`config.mk`:
```
export PLATFORM = sky130hd
export DESIGN_NAME = bacc_divider
export DESIGN_NICKNAME = d
export VERILOG_FILES = /design/src/rtl/core/bacc_pkg.sv /design/src/rtl/core/bacc_divider.sv
export SDC_FILE = /design/constraint.sdc
export NUM_CORES = 1
export LEC_CHECK = 0
export BUFFER_PORTS_ARGS = -buffer_cell sky130_fd_sc_hd__buf_4
export CAP_MARGIN = 0
export CORE_MARGIN = 4
export CORE_UTILIZATION = 57
export DETAILED_ROUTE_END_ITERATION = 6
export PLACE_DENSITY_LB_ADDON = 0.05
export RECOVER_POWER = 50
export SETUP_SLACK_MARGIN = 0.02
export SYNTH_ARGS = -nofsm -noshare
export SYNTH_HDL_FRONTEND = slang
export SYNTH_SLANG_ARGS = --single-unit
```
`constraint.sdc`:
```
create_clock -name i_clk -period 5.9 [get_ports i_clk]
set_input_delay 1.18 -clock i_clk [delete_from_list [all_inputs] [get_ports i_clk]]
set_output_delay 1.18 -clock i_clk [all_outputs]
set_load 0.02 [all_outputs]
```
`src/rtl/core/bacc_pkg.sv`:
```
`default_nettype none

package bacc_pkg;

    // Parameter defaults for the top level
    localparam int DEF_NUM_REFERENCES = 4;
    localparam int DEF_BINS_PER_ARRAY = 4096;
    localparam int DEF_COUNT_BITS     = 32;

    // Field widths
    localparam int POS_W       = 32;
    localparam int LEN_W       = 28;
    localparam int BIN_SIZE_W  = 16;
    localparam int MAPQ_W      = 8;
    localparam int FLAGS_W     = 16;
    localparam int REF_W       = 2;
    localparam int KIND_W      = 2;
    localparam int SEL_W       = 2;
    localparam int BIN_IDX_W   = 12;
    localparam int STATUS_W    = 2;
    localparam int OUT_COUNT_W = 32;
    localparam int CFG_IDX_W   = 2;
    localparam int CFG_DATA_W  = 16;

    // SAM flag 256 (secondary alignment)
    localparam int SECONDARY_BIT = 8;

    localparam logic [BIN_SIZE_W-1:0] BIN_SIZE_RST = 16'd10;
    localparam logic [MAPQ_W-1:0]     MIN_MAPQ_RST = 8'd10;

    // Operation kinds, which double as array selects
    localparam logic [KIND_W-1:0] KIND_MATCH = 2'd0;
    localparam logic [KIND_W-1:0] KIND_DEL   = 2'd1;
    localparam logic [KIND_W-1:0] KIND_INS   = 2'd2;
    localparam logic [KIND_W-1:0] KIND_OTHER = 2'd3;

    // Result status codes
    localparam logic [STATUS_W-1:0] ST_DONE     = 2'd0;
    localparam logic [STATUS_W-1:0] ST_FILTERED = 2'd1;
    localparam logic [STATUS_W-1:0] ST_RANGE    = 2'd2;

    // Configuration register indexes
    localparam logic [CFG_IDX_W-1:0] CFG_BIN_SIZE = 2'd0;
    localparam logic [CFG_IDX_W-1:0] CFG_MIN_MAPQ = 2'd1;

endpackage

`default_nettype wire

```
`src/rtl/core/bacc_divider.sv`:
```
`default_nettype none

// Restoring divider, one quotient bit per cycle.
module bacc_divider (
    input  wire logic                           i_clk,
    input  wire logic                           i_rst_n,
    input  wire logic                           i_start,
    input  wire logic [bacc_pkg::POS_W-1:0]      i_dividend,
    input  wire logic [bacc_pkg::BIN_SIZE_W-1:0] i_divisor,
    output logic                                o_done,
    output logic [bacc_pkg::POS_W-1:0]           o_quotient,
    output logic [bacc_pkg::BIN_SIZE_W-1:0]      o_remainder
);
    import bacc_pkg::*;

    localparam int CNT_W = $clog2(POS_W);

    logic [POS_W-1:0]      r_quo;
    logic [BIN_SIZE_W-1:0] r_rem;
    logic [BIN_SIZE_W-1:0] r_dvs;
    logic [CNT_W-1:0]      r_cnt;
    logic                  r_run;
    logic                  r_done;

    logic [BIN_SIZE_W:0]   trial;
    logic [BIN_SIZE_W:0]   diff;
    logic                  fits;
    logic [BIN_SIZE_W-1:0] n_rem;

    assign trial = {r_rem, r_quo[POS_W-1]};
    assign diff  = trial - {1'b0, r_dvs};
    assign fits  = trial >= {1'b0, r_dvs};
    // partial remainder stays below the divisor, so it fits in BIN_SIZE_W bits
    assign n_rem = fits ? diff[BIN_SIZE_W-1:0] : trial[BIN_SIZE_W-1:0];

    always_ff @(posedge i_clk) begin
        if (!i_rst_n) begin
            r_run  <= 1'b0;
            r_done <= 1'b0;
        end else begin
            r_done <= 1'b0;
            if (i_start) begin
                r_quo <= i_dividend;
                r_rem <= '0;
                r_dvs <= i_divisor;
                r_cnt <= '0;
                r_run <= 1'b1;
            end else if (r_run) begin
                r_quo <= {r_quo[POS_W-2:0], fits};
                r_rem <= n_rem;
                r_cnt <= r_cnt + 1'b1;
                if (r_cnt == CNT_W'(POS_W - 1)) begin
                    r_run  <= 1'b0;
                    r_done <= 1'b1;
                end
            end
        end
    end

    assign o_done      = r_done;
    assign o_quotient  = r_quo;
    assign o_remainder = r_rem;

endmodule

`default_nettype wire

```
# --- After elaboration in Yosys (flattened, before gate mapping) ---
# Index checks and enable logic that the tools add are counted.
classes:
  addsub: 2
  magnitude_cmp: 1
  eq_ne: 1
  muxes: 9
  bitwise_logic: 2
  reduce_logical: 4
ops:
  columns: ["op", "n"]
  rows:
  - ["32-bit two-way mux", 2]
  - ["16-bit two-way mux", 2]
  - ["17-bit by 16-bit >= comparator with 1-bit output", 1]
  - ["16-bit subtractor", 1]
  - ["5-bit by 1-bit adder with 5-bit output (second input constant)", 1]
  - ["5-bit equality test (second input constant)", 1]
  - ["5-bit two-way mux", 1]
  - ["1-bit two-way mux", 4]
  - ["2-bit AND reduction", 2]
  - ["3-bit OR reduction", 1]
  - ["1-bit inverter", 2]
  - ["2-bit nonzero test", 1]
totals:
  register_bits: 71
  in_bits: 51
  output_inout_bits: 49
  elab_cells: 25

# --- Depth between registers and ports, before layout ---
# Gate-level depths: netlist (run 1).
logic_depth:
  depth_word: 4
  depth_mapped: 10

# --- Worst setup path after synthesis (run 1) ---
# No wires, ideal clock.
synth_path:
  path_type: "input-to-reg"
  startpoint: "input port i_start"
  endpoint: "register r_quo[0], in the netlist o_quotient[0] (enable)"
  setup_ps: 415
  arrival_ps: 2791
  path_slack_ps: 2694
  cell_stages: 2
  path_buffers: 1
  path_cell_list: "clkbuf_1 > o21a_1"
synth_between:
  elab_chain_cells: 2
synth_lines:
  columns: ["item", "line_no", "text"]
  rows:
  - ["start, declared", "bacc_divider.sv:7", "input wire logic i_start,"]
  - ["2-bit nonzero test (no line)", null, null]
  - ["2-bit AND reduction (no line)", null, null]
  - ["end signal, assigned", "bacc_divider.sv:43", "r_quo <= i_dividend;"]
  - ["end signal, assigned", "bacc_divider.sv:49", "r_quo <= {r_quo[POS_W-2:0], fits};"]
  - ["end, declared", "bacc_divider.sv:18", "logic [POS_W-1:0] r_quo;"]
# Every way passes these cells.
# A chain may end at the register's enable or synchronous reset.

# --- Worst setup path in the final report (run 1) ---
layout_path:
  startpoint: "register r_rem[3], in the netlist o_remainder[3]"
  endpoint: "register r_quo[0], in the netlist o_quotient[0], data pin"
layout_between:
  elab_chain_cells: 3
layout_lines:
  columns: ["item", "line_no", "text"]
  rows:
  - ["start, declared", "bacc_divider.sv:19", "logic [BIN_SIZE_W-1:0] r_rem;"]
  - ["start signal, assigned", "bacc_divider.sv:50", "r_rem <= n_rem;"]
  - ["17-bit by 16-bit >= comparator with 1-bit output", "bacc_divider.sv:32", "assign fits = trial >= {1'b0, r_dvs};"]
  - ["32-bit two-way mux", "bacc_divider.sv:48", "end else if (r_run) begin"]
  - ["32-bit two-way mux", "bacc_divider.sv:42", "if (i_start) begin"]
# Every way passes these cells. The select of a mux whose other input is x is not followed.

==> results by group, run 1 <==
Route
  – DRC errors left: 0
  – Final ANT Viol Nets: 0
  – Drt pass-1 iters: 4
  – DR vias: roughly 2600
  – Average vias per placed instance: ~5.5
  – Routed WL: between 7 and 8 mm
  – Starting DRT DRC Count: between 100 and 150
  – Wire length per cell: between 15 and 20 um

Power
  – Comb power frac: about a quarter
  – Sw Pwr: 0.000390 W
  – Leakage dissipation: 1.86 nW
  – Sequential fraction of design power: 47.2%
  – Sw frac: just under 30%
  – Pint: 0.000937 W
  – Clock power share: between 20% and 30%
  – Power density over the cells: approximately 290 mW/mm2
  – Worst VDD drop: between 0.15 and 0.2 mV

Global routing
  – Pin count of the biggest net entering global routing: 57
  – First-pass GRT wire length: ~13 mm
  – Initial antenna violation count: 0
  – Global-route total usage across every layer: between 20% and 30%
  – Overflow after GRT: 0
  – Vias in the first global route: 2614

Logic synthesis
  – EDFF count, synth: just under 70
  – Simple-gate share of the synthesized area: under 10%
  – Most numerous cell in the Yosys netlist: edfxtp_1
  – XOR/XNOR Fraction of Synth Area: between 3 and 4%
  – Syn Std Cell Area: approximately 0.0037 mm2
  – Cell taking the most area after synthesis: edfxtp_1
  – Adder-Cell Fraction of Synth Area: around 6.6%
  – Most used DFF post-synth: edfxtp_1
  – Synth cell count leaders: 69 x edfxtp_1, 32 x mux2_2, 22 x nor2_1
  – Largest family of logic cells by synthesized area: multiplexers
  – Avg Cell Area, Syn: roughly 13 um2
  – Fraction of synthesized area in multiplexers: between 10% and 20%
  – Synthesized flop and latch total: 71
  – Post-synth net total: roughly 360
  – Synth top area cells: edfxtp_1 56%, mux2_2 9.7%, ha_1 6.0%
  – Compound-Gate Fraction of Synth Area: around 11%
  – Seq/Total Area, Yosys: a little under three fifths
  – Yosys cell types: 49
  – Async S/R FF share, synth: 0%
  – Number of synthesis warnings: 0
  – Synth top area share: a little under three fifths
  – Post-Synthesis Cells: just under 300

Setup path
  – Cells on worst reg2reg path: 6
  – Flop2flop setup slack: 3.18 ns
  – Critical path destination: o_quotient[0]
  – CP max FO: 22
  – Reg2reg start: o_remainder[3]
  – Critical path class: flip-flop to flip-flop
  – WP data arrival: 2.81 ns
  – RR Endpoint: o_quotient[0]
  – Req. time, crit path: 5.99 ns
  – Crit end category: flip-flop
  – Worst setup SP type: flip-flop
  – CP startpoint: o_remainder[3]

Die
  – Initial core utilization: roughly three fifths
  – DIE WIDTH: roughly 90 um
  – Core area: 0.00635 mm2
  – Die H: just under 90 um
  – FP Rows: 29
  – DIE AREA: 0.00789 mm2
  – I/O pin count: 100

Timing
  – Pins Over Slew Limit: 0
  – FMAX: about 370 MHz
  – Setup slack after layout: between 3 and 4 ns
  – Fin crit share: between 40% and 50%
  – Minimum clock period after layout: around 2.7 ns
  – RSZ-0062 raised after global routing: false
  – Fin Setup TNS: 0 ns
  – Slew HR: 52.6%
  – Pin slew with the least headroom to its limit: approximately 0.71 ns
  – Final Hold Fails: 0
  – Final worst clock skew: 0.0123 ns
  – Setup-violating endpoint count in the final report: 0

CTS
  – Worst-Skew Late Latency: roughly 0.34 ns
  – TritonCTS Buffers: 9
  – CTS H-Tree Depth: 3
  – CTS clk-pin slew, worst paths: roughly 0.090 ns
  – Root Driver: clkbuf_8
  – # Post-CTS Setup Buffers: 0
  – Post-CTS sizing: 0
  – Max Root-Sink Buffers: 2
  – CTS Sinks: about 70
  – CTS tree: yes
  – Cts hold-fix bufs: 0

Finish
  – Synthesis-to-finish area growth: 22.1%
  – Design Area, Final: about 0.0045 mm2
  – Final Net Count: 459
  – Layout cells sized above 1: 28.7%
  – Layout Cells excl Fill: roughly 470
  – # diodes: 0
  – Finished Core Util: around 72%

Run status
  – Status: finished clean

Place
  – Placed cell areas: between 0.004 and 0.005 mm2
  – Post-place setup slack: between 2 and 3 ns
  – Port Buffers: 99
  – Placer congestion estimate: between 0.8 and 0.9
  – Placed cell count: ~460
  – Final HPWL DP: 5.50 mm

Hold path
  – Min-delay worst type: flip-flop to flip-flop

Run
  – Max-cap violations: 0
[layout make-up]
type | instances | area [um2]
multi-input combinational | 186 | 1480
sequential | 71 | 2110
tap | 77 | 96.3
timing repair buffer | 100 | 597
clock inverter | 7 | 62.6
fill | 486 | 1800
inverter | 21 | 78.8
clock buffer | 9 | 124
[layer usage]
layer / wire [um] / GRT usage [%] / share of wire (%)
met5: 0 / 0 / 0
met4: 97 / 8.10 / 1.2
met3: 580 / 6.24 / 7.4
met2: 3890 / 34.4 / 50
met1: 3270 / 27.2 / 42
[power groups by stage]
stage	Combinational (W)	Clock [W]	Sequential (W)
floorplan	0.000205	0	0.000666
global placement	0.000332	0	0.000638
detailed placement	0.000338	0	0.000638
CTS	0.000341	0.000384	0.000628
global route	0.000357	0.000408	0.000632
finish	0.000322	0.000378	0.000627
[critical path: stages, from the launching register on]
cell	delay (ns)
edfxtp_1	0.45
ha_1	0.41
a21o_1	0.24
o41ai_2	0.38
o311ai_1	0.21
a21o_2	0.42
mux2_2	0.34
[registers in the layout (all words and copies together), names as in the netlist]
signal	count
r_dvs	16
r_cnt	5
o_quotient	32
o_remainder	16
r_run	1
o_done	1
[cell families (layout without fill, tap and decap cells)]
family / count (synthesis) / count (layout)
fa+ha+maj: 19 / 19
xor+xnor: 13 / 13
buf+inv: 32 / 137
flops: 71 / 71
mux: 40 / 40
compound gates: 56 / 56
simple gates: 58 / 58
[stage by stage]
stage,hold slack [ns],total power (W)
after detailed placement,0.521,0.000976
after floorplan,0.499,0.000872
after global placement,0.514,0.000969
after global routing,0.548,0.00140
final,0.528,0.00133
after CTS,0.531,0.00135
[how the worst min path moves through the flow]
stage / from / endpoint / cells past startpoint
after global routing: r_run / o_done / 1
after CTS: r_run / o_done / 1
final: r_run / o_done / 1
after global placement: r_run / o_done / 1
after detailed placement: r_run / o_done / 1
after floorplan: r_run / o_done / 1
[cell usage in the layout, fill, tap and decap left out, types with 2 or more instances in the layout]
cell	instances
mux2i_1	8
edfxtp_1	69
a211oi_2	2
inv_1	21
nand2b_1	2
xnor2_1	10
buf_4	43
a31oi_1	2
nand3_1	5
dfxtp_1	2
clkbuf_1	41
nor2b_1	3
clkinv_1	3
nor2_1	22
clkbuf_8	9
o21a_1	5
mux2_2	32
a211oi_1	4
xor2_1	3
o21ai_0	6
nand4_1	3
a21oi_1	12
clkbuf_4	16
ha_1	18
a21o_1	7
nand2_1	16
Note: power is estimated with default switching activity, not from simulation.
==> inputs of run 2 (changes only) <==
--- a/config.mk
+++ b/config.mk
@@ -8,7 +8,7 @@
 export BUFFER_PORTS_ARGS = -buffer_cell sky130_fd_sc_hd__buf_4
 export CAP_MARGIN = 0
 export CORE_MARGIN = 4
-export CORE_UTILIZATION = 57
+export CORE_UTILIZATION = 53
 export DETAILED_ROUTE_END_ITERATION = 6
 export PLACE_DENSITY_LB_ADDON = 0.05
 export RECOVER_POWER = 50
==> constraint.sdc (replaced) <==
create_clock -name i_clk -period 2.7 [get_ports i_clk]
set_input_delay 0.54 -clock i_clk [delete_from_list [all_inputs] [get_ports i_clk]]
set_output_delay 0.54 -clock i_clk [all_outputs]
set_load 0.02 [all_outputs]
==> results by group, run 2 (synthesis results as in run 1) <==
Die
  – DIE WIDTH: 91.8 um
  – I/O pin count: 100
  – Die H: just over 90 um
  – DIE AREA: ~0.0084 mm2
  – Initial core utilization: 54.8%
  – Core area: approximately 0.0068 mm2
  – FP Rows: 30

CTS
  – Max Root-Sink Buffers: 2
  – Root Driver: clkbuf_8
  – CTS Sinks: slightly above 70
  – CTS clk-pin slew, worst paths: around 0.08 ns
  – TritonCTS Buffers: 9
  – Cts hold-fix bufs: 0
  – Worst-Skew Late Latency: between 0.3 and 0.4 ns
  – # Post-CTS Setup Buffers: 0
  – CTS tree: yes
  – CTS H-Tree Depth: 3
  – Post-CTS sizing: 0

Power
  – Leakage dissipation: approximately 2.0 nW
  – Power density over the cells: 610 mW/mm2
  – Worst VDD drop: between 0.3 and 0.4 mV
  – Pint: about 0.0021 W
  – Clock power share: 26.5%
  – Comb power frac: between 20% and 30%
  – Sw Pwr: between 0.0008 and 0.0009 W
  – Sequential fraction of design power: between 40% and 50%
  – Sw frac: 29.0%
  – Tot Pwr: about 0.0029 W

Run status
  – Status: finished clean

Finish
  – Commonest non-fill, non-tap cell in the layout: buf_4
  – Final Net Count: about 460
  – # diodes: 0
  – Most frequent cells in the layout: 84 x buf_4, 69 x edfxtp_1, 32 x mux2_2
  – Largest register FFs: 32
  – Finished Core Util: between 70% and 80%
  – Layout cells sized above 1: about two fifths
  – Synthesis-to-finish area growth: 27.7%

Timing
  – Pins Over Slew Limit: 0
  – Final hold slack: 0.398 ns
  – Setup-violating endpoint count in the final report: 0
  – RSZ-0062 raised after global routing: false
  – Setup slack after layout: around 0.10 ns
  – Fin Setup TNS: 0 ns
  – Minimum clock period after layout: around 2.6 ns
  – Fin crit share: 96.3%
  – Final worst clock skew: approximately 0.0067 ns
  – Slew HR: approximately 14%
  – Final Hold Fails: 0
  – FMAX: slightly below 400 MHz
  – Pin slew with the least headroom to its limit: 1.29 ns

Global routing
  – Initial antenna violation count: 0
  – Pin count of the biggest net entering global routing: 31
  – First-pass GRT wire length: around 13 mm
  – Overflow after GRT: 0
  – Vias in the first global route: roughly 2700
  – Global-route total usage across every layer: around a fifth

Route
  – DRC errors left: 0
  – Drt pass-1 iters: 5
  – Final ANT Viol Nets: 0
  – Routed WL: just under 8 mm
  – Wire length per cell: between 15 and 20 um
  – DR vias: 2615
  – Starting DRT DRC Count: 110
  – Average vias per placed instance: between 5 and 6

Setup path
  – CP max stage delay: 0.53 ns
  – Crit path buf inv count: 1
  – Req. time, crit path: roughly 2.9 ns
  – CP max FO: 4
  – CP top delay family: compound AO/OA/AOI/OAI gates
  – Slowest stage cell on the critical path: a2111oi_0
  – Critical path class: flip-flop to flip-flop
  – Worst setup SP type: flip-flop
  – Crit end category: flip-flop
  – CP Cell Sequence: inv_1 -> ha_1 -> fa_1 -> nor2b_1 -> o31a_2 -> o21ai_1 -> a2111oi_0 -> a41o_1 -> o21ai_0 -> a21oi_1
  – WP data arrival: ~2.8 ns

Place
  – Final HPWL DP: approximately 5.5 mm
  – Port Buffers: 99
  – Post-place setup slack: approximately 0.08 ns
  – Placer congestion estimate: around 0.9

Hold path
  – Min-delay worst type: input pin to flip-flop

Run
  – Max-cap violations: 0
==> run 2: changes by cell type in the layout (fill, tap and decap cells not counted), sizes merged <==
cell    before  now
bufinv       1    0
a21o         8    9
buf         43   84
inv         22   21
clkbuf      66   33
clkinv       4    2
==> run 2: metrics by stage <==
stage          std cells  cell area, um2
2_1_floorplan        289            3720
3_3_place_gp         478            4570
3_5_place_dp         478            4570
4_1_cts              494            4750
5_1_grt              495            4760
6_report             495            4760
==> run 2: worst paths after layout <==
path	start	end	slack [ns]	cells after the start
hold / removal	i_divisor[9]	r_dvs[9]	0.40	1
setup / recovery	o_quotient[31]	o_remainder[12]	0.10	10
setup reg to reg	o_quotient[31]	o_remainder[12]	0.10	10
hold reg to reg	r_run	o_done	0.54	1
==> run 2: layer usage <==
metal / wire length (um) / global-route usage (%) / vias to the layer above / share of wire (%)
li1: - / - / 1288 / -
met1: 3220 / 23.5 / 1227 / 41
met2: 3760 / 30.6 / 90 / 49
met3: 656 / 6.56 / 10 / 8.5
met4: 118 / 6.81 / 0 / 1.5
met5: 0 / 0 / - / 0
==> run 2: cell type report <==
class | instances | area, um2
flip-flops and latches | 71 | 2110
fillers | 519 | 2040
multi-input cells | 187 | 1500
repair buffers | 104 | 768
clock buffers | 13 | 159
well taps | 96 | 120
inverters | 21 | 78.8
clock inverters | 3 | 17.5
==> run 2: power by group through the flow <==
stage | registers, W | logic, W | clock network, W
4_1_cts | 0.00137 | 0.000755 | 0.000793
5_1_grt | 0.00138 | 0.000838 | 0.000846
2_1_floorplan | 0.00146 | 0.000449 | 0
3_3_place_gp | 0.00139 | 0.000741 | 0
3_5_place_dp | 0.00139 | 0.000750 | 0
6_report | 0.00137 | 0.000762 | 0.000770
